--- src/sv/sv39_page_table_map_unmap_unit_assert.svh ---
// assertion macros for the sv39 page table unit
`ifndef SV39_PAGE_TABLE_MAP_UNMAP_UNIT_ASSERT_SVH
`define SV39_PAGE_TABLE_MAP_UNMAP_UNIT_ASSERT_SVH

`ifndef SYNTHESIS
`define SV39PT_ASSERT_SAME(label, clk, rst_n, cond, prop) \
    label: assert property (@(posedge clk) disable iff (!rst_n) (cond) |-> (prop)) \
        else $error("sv39pt assertion failed");
`define SV39PT_ASSERT_NEXT(label, clk, rst_n, cond, prop) \
    label: assert property (@(posedge clk) disable iff (!rst_n) (cond) |=> (prop)) \
        else $error("sv39pt assertion failed");
`else
`define SV39PT_ASSERT_SAME(label, clk, rst_n, cond, prop)
`define SV39PT_ASSERT_NEXT(label, clk, rst_n, cond, prop)
`endif

`endif

--- src/sv/sv39pt_ram.sv ---
`timescale 1ns / 1ps
`default_nettype none

module sv39pt_ram #(
    parameter int WIDTH = 8,
    parameter int DEPTH = 16,
    localparam int ADDR_W = (DEPTH > 1) ? $clog2(DEPTH) : 1
) (
    input  wire logic              clk,
    input  wire logic              wr_en,
    input  wire logic [ADDR_W-1:0] wr_addr,
    input  wire logic [WIDTH-1:0]  wr_data,
    input  wire logic              rd_en,
    input  wire logic [ADDR_W-1:0] rd_addr,
    output logic      [WIDTH-1:0]  rd_data
);

    logic [WIDTH-1:0] mem_reg [DEPTH];
    logic [WIDTH-1:0] rd_data_reg;

    always_ff @(posedge clk)
    begin
        if (wr_en)
        begin
            mem_reg[wr_addr] <= wr_data;
        end
        if (rd_en)
        begin
            rd_data_reg <= mem_reg[rd_addr];
        end
    end

    assign rd_data = rd_data_reg;

endmodule

`default_nettype wire
--- config.mk ---
export PLATFORM = sky130hd
export DESIGN_NAME = sv39pt_ram
export DESIGN_NICKNAME = d
export VERILOG_FILES = /design/src/sv/sv39_page_table_map_unmap_unit_assert.svh /design/src/sv/sv39pt_ram.sv
export SDC_FILE = /design/constraint.sdc
export NUM_CORES = 1
export LEC_CHECK = 0
export CORE_MARGIN = 2
export CORE_UTILIZATION = 45
export DETAILED_ROUTE_END_ITERATION = 10
export DONT_BUFFER_PORTS = 1
export PLACE_DENSITY = 0.63
export SETUP_SLACK_MARGIN = 0.4
export SYNTH_ARGS = -nofsm -noshare
export SYNTH_HDL_FRONTEND = slang
export SYNTH_SLANG_ARGS = --single-unit
export TNS_END_PERCENT = 1
--- constraint.sdc ---
create_clock -name clk -period 2.1 [get_ports clk]
set_input_delay 0.315 -clock clk [delete_from_list [all_inputs] [get_ports clk]]
set_output_delay 0.315 -clock clk [all_outputs]
set_load 0.01 [all_outputs]
==> results list <==
- Critical path launch point: mem_reg[1][5]
- Sequential-to-total area share from yosys stat: 78.1%
* Worst slew margin: 58.1%
- Clock transition time at the flip-flop clock pins of the worst setup and hold paths: 50 ps
* Yosys Warn Count: 0
- Detailed Route WL: 9.45 mm
* Sort of element at the start of the critical path: register
- The worst setup path is of the register to register kind.
- Max Root-Sink Buffers: 2
* Pin count of the biggest net entering global routing: 33
* Library cells used by synthesis: 18
- Leading cell types in the layout, fill and taps excluded: sky130_fd_sc_hd__edfxtp_1, sky130_fd_sc_hd__mux4_2, sky130_fd_sc_hd__clkbuf_16, sky130_fd_sc_hd__buf_4, sky130_fd_sc_hd__a22oi_1
* Final number of hold-violating endpoints: 0
- Total number of vias: 2343
* Non-filler instance count after layout: 420
* Adder-cell share of the synthesized area: 0%
- Beginning of the worst register-to-register path: mem_reg[1][5]
- First-iteration detailed-routing DRC count: 198
- For the worst setup path, the data arrival time is 1700 ps.
- The clock arrives with 7.10 ps of skew.
- Critical Path Fanout Max: 1
* Post-route minimum period: 1560 ps
* Worst R2R End: rd_data[5]
- Measured in cells, the most critical reg-to-reg path has a length of 3.
- # diodes: 0
- Synthesized-area fraction occupied by ao, oa, aoi and oai cells: 2.30%
- Of the cells placed in the final design, the portion with a size suffix greater than 1 is 22.7%.
- Average wire length per cell after detail routing: 22.5 um
- The run finished with clean final reports.
- The first detailed-routing pass took 5 iterations.
- Vias per Instance: 5.58
- In this run the power density over the cells is 1010 nW/um2.
- Mux share of post-synthesis cell area: 14.8%
* Syn Nets: 248
- Clock root buffer master: sky130_fd_sc_hd__clkbuf_16
- In this run the remaining antenna-violating nets after routing total 0.
* Post-synthesis to final-layout area growth: 17.0%
- Count of final setup violators: 0
* Register-to-register setup slack: 540 ps
* Number of antenna violations at the first check in global routing: 0
* Most frequent standard cell in the layout excluding fill and tap cells: sky130_fd_sc_hd__edfxtp_1
- Global routing consumed, over all layers together, 16.4% of the routing resources.
* Count of instances resized after the clock tree is built: 0
* Tcrit/Tclk final: 74.5%
- Area share of and/or/nand/nor cells after synthesis: 3.14%
- At the pin with the least slew margin, the transition time is 626 ps.
- Setup TNS Final: 0 ps
- For this design the static power due to leakage is 0.00202 uW.
- At the placement stage, the worst setup path has a slack of 552 ps.
- The floorplan step defined a die boundary enclosing 12500 um2.
- The worst-case IR drop observed on VDD is 0.569 mV.
- Based on the critical path, the design can be clocked at up to 639 MHz.
- The startpoint identified for the worst hold timing path is rd_en.
* Initial cell density of the core: 46.0%
- Final-layout worst hold slack: 20.1 ps
- Final max-slew violation count: 0
* Number of standard-cell rows in the floorplan: 39
- Max-cap violations in this run came to 0.
* Synthesis-stage register bit count: 136
* Worst-skew pair later-pin latency: 410 ps
- Critical Path RT: 2240 ps
* Final core utilization: 53.8%
- Htree depth: 4
* Area of the core region: 11400 um2
- Synthesized area per cell: 22.8 um2
* Max reg flops: 128
- Nets: 283
* Unrepaired setup endpoints after global routing: false
- Worst Hold Class: input pin to register
- Buffers inserted during clock tree synthesis total 17.
- Die Height: 112 um
- Including well taps, the total number of placed cells is 379.
- XOR/XNOR Fraction of Synth Area: 0%
- Chip width: 112 um
- Number of global-route vias before repair: 2510
- Synthesis produced 229 cells.
- Clock tree from TritonCTS: yes
- Post-synthesis instance area: 5230 um2
* I/O pin total: 27
* Number of design rule violations left after detail routing: 0
- Crit. End Element: register
* Worst hold path endpoint: rd_data[5]
* Placer Congestion: 0.702
- Setup WS post-layout: 536 ps
- HPWL reported at the end of detailed placement: 5.81 mm
- The clock net in this run drives a total of 136 sinks.
- By area, the combinational part of the netlist is dominated by multiplexers.
- Global routing finished with a remaining overflow of 0.
- The worst hold path was traced through 0 stages.
- Buffers placed on the I/O ports in this run total 0.
- First-pass GRT wire length: 14.6 mm
[logic make-up (layout without fill, tap and decap cells)]
| kind of cell | count (synthesis) | in the layout |
|---|---|---|
| AO/OA/AOI/OAI | 16 | 16 |
| multiplexers | 32 | 32 |
| buffers and inverters | 10 | 58 |
| flip-flops | 136 | 136 |
| AND/OR/NAND/NOR | 35 | 35 |
[metrics by stage]
stage	cell area [um2]	total power [uW]
after global routing	6110	6320
after global placement	5450	3310
final	6110	6150
after detailed placement	5450	3310
after CTS	6100	6190
after floorplan	5230	3290
[worst max-delay path: stages (launching register included)]
cell	delay (ps)
sky130_fd_sc_hd__edfxtp_1	350
sky130_fd_sc_hd__mux4_1	520
sky130_fd_sc_hd__a22oi_1	290
sky130_fd_sc_hd__nand2_1	140
[cell type report]
cell class | count | area (um2)
clock buffers | 22 | 444
clock inverters | 10 | 128
fillers | 849 | 5260
multi-input cells | 83 | 1060
flip-flops and latches | 136 | 4080
well taps | 143 | 179
repair buffers | 26 | 218
[power by group]
group          internal, uW  switching (uW)  total [uW]  leakage [uW]
clock                  1850             998        2850      0.000283
sequential             3060            23.5        3090       0.00124
combinational           104             107         211      0.000500
total                  5020            1130        6150       0.00202
[cell usage after synthesis (all sizes together)]
cell,n,share of area [%]
nor2b,1,0.12
and2b,1,0.14
and2,1,0.12
or3b,1,0.17
nand3,1,0.096
mux4,32,15
clkdlybuf4s25,3,0.57
a22oi,16,2.3
nor3,4,0.38
nand2,9,0.65
buf,7,1.1
nand3b,2,0.29
nand2b,2,0.24
edfxtp,136,78
nor2,13,0.93
[how the worst max path moves through the flow]
stage | end | slack [ps] | cells after the start
2_1_floorplan | rd_data[1] | 500 | 5
3_3_place_gp | rd_data[5] | 590 | 3
3_5_place_dp | rd_data[5] | 550 | 3
4_1_cts | rd_data[5] | 550 | 3
5_1_grt | rd_data[5] | 480 | 3
6_report | rd_data[5] | 540 | 3
[routing by layer]
layer | global-route usage, % | vias to the layer above | part of all wire [%]
met3 | 5.12 | 10 | 5.0
met2 | 25.7 | 68 | 50
met4 | 6.42 | 0 | 1.6
met1 | 21.7 | 1217 | 43
met5 | 0 | - | 0
li1 | - | 1048 | -
[repair_timing]
| item | CTS | global route |
|---|---|---|
| setup endpoints to repair | 0 | 0 |
| hold buffers | 8 | 1 |
| buffers inserted | 0 | 0 |
| hold endpoints to repair | 128 | 3 |
Note: power is estimated with default switching activity, not from simulation.
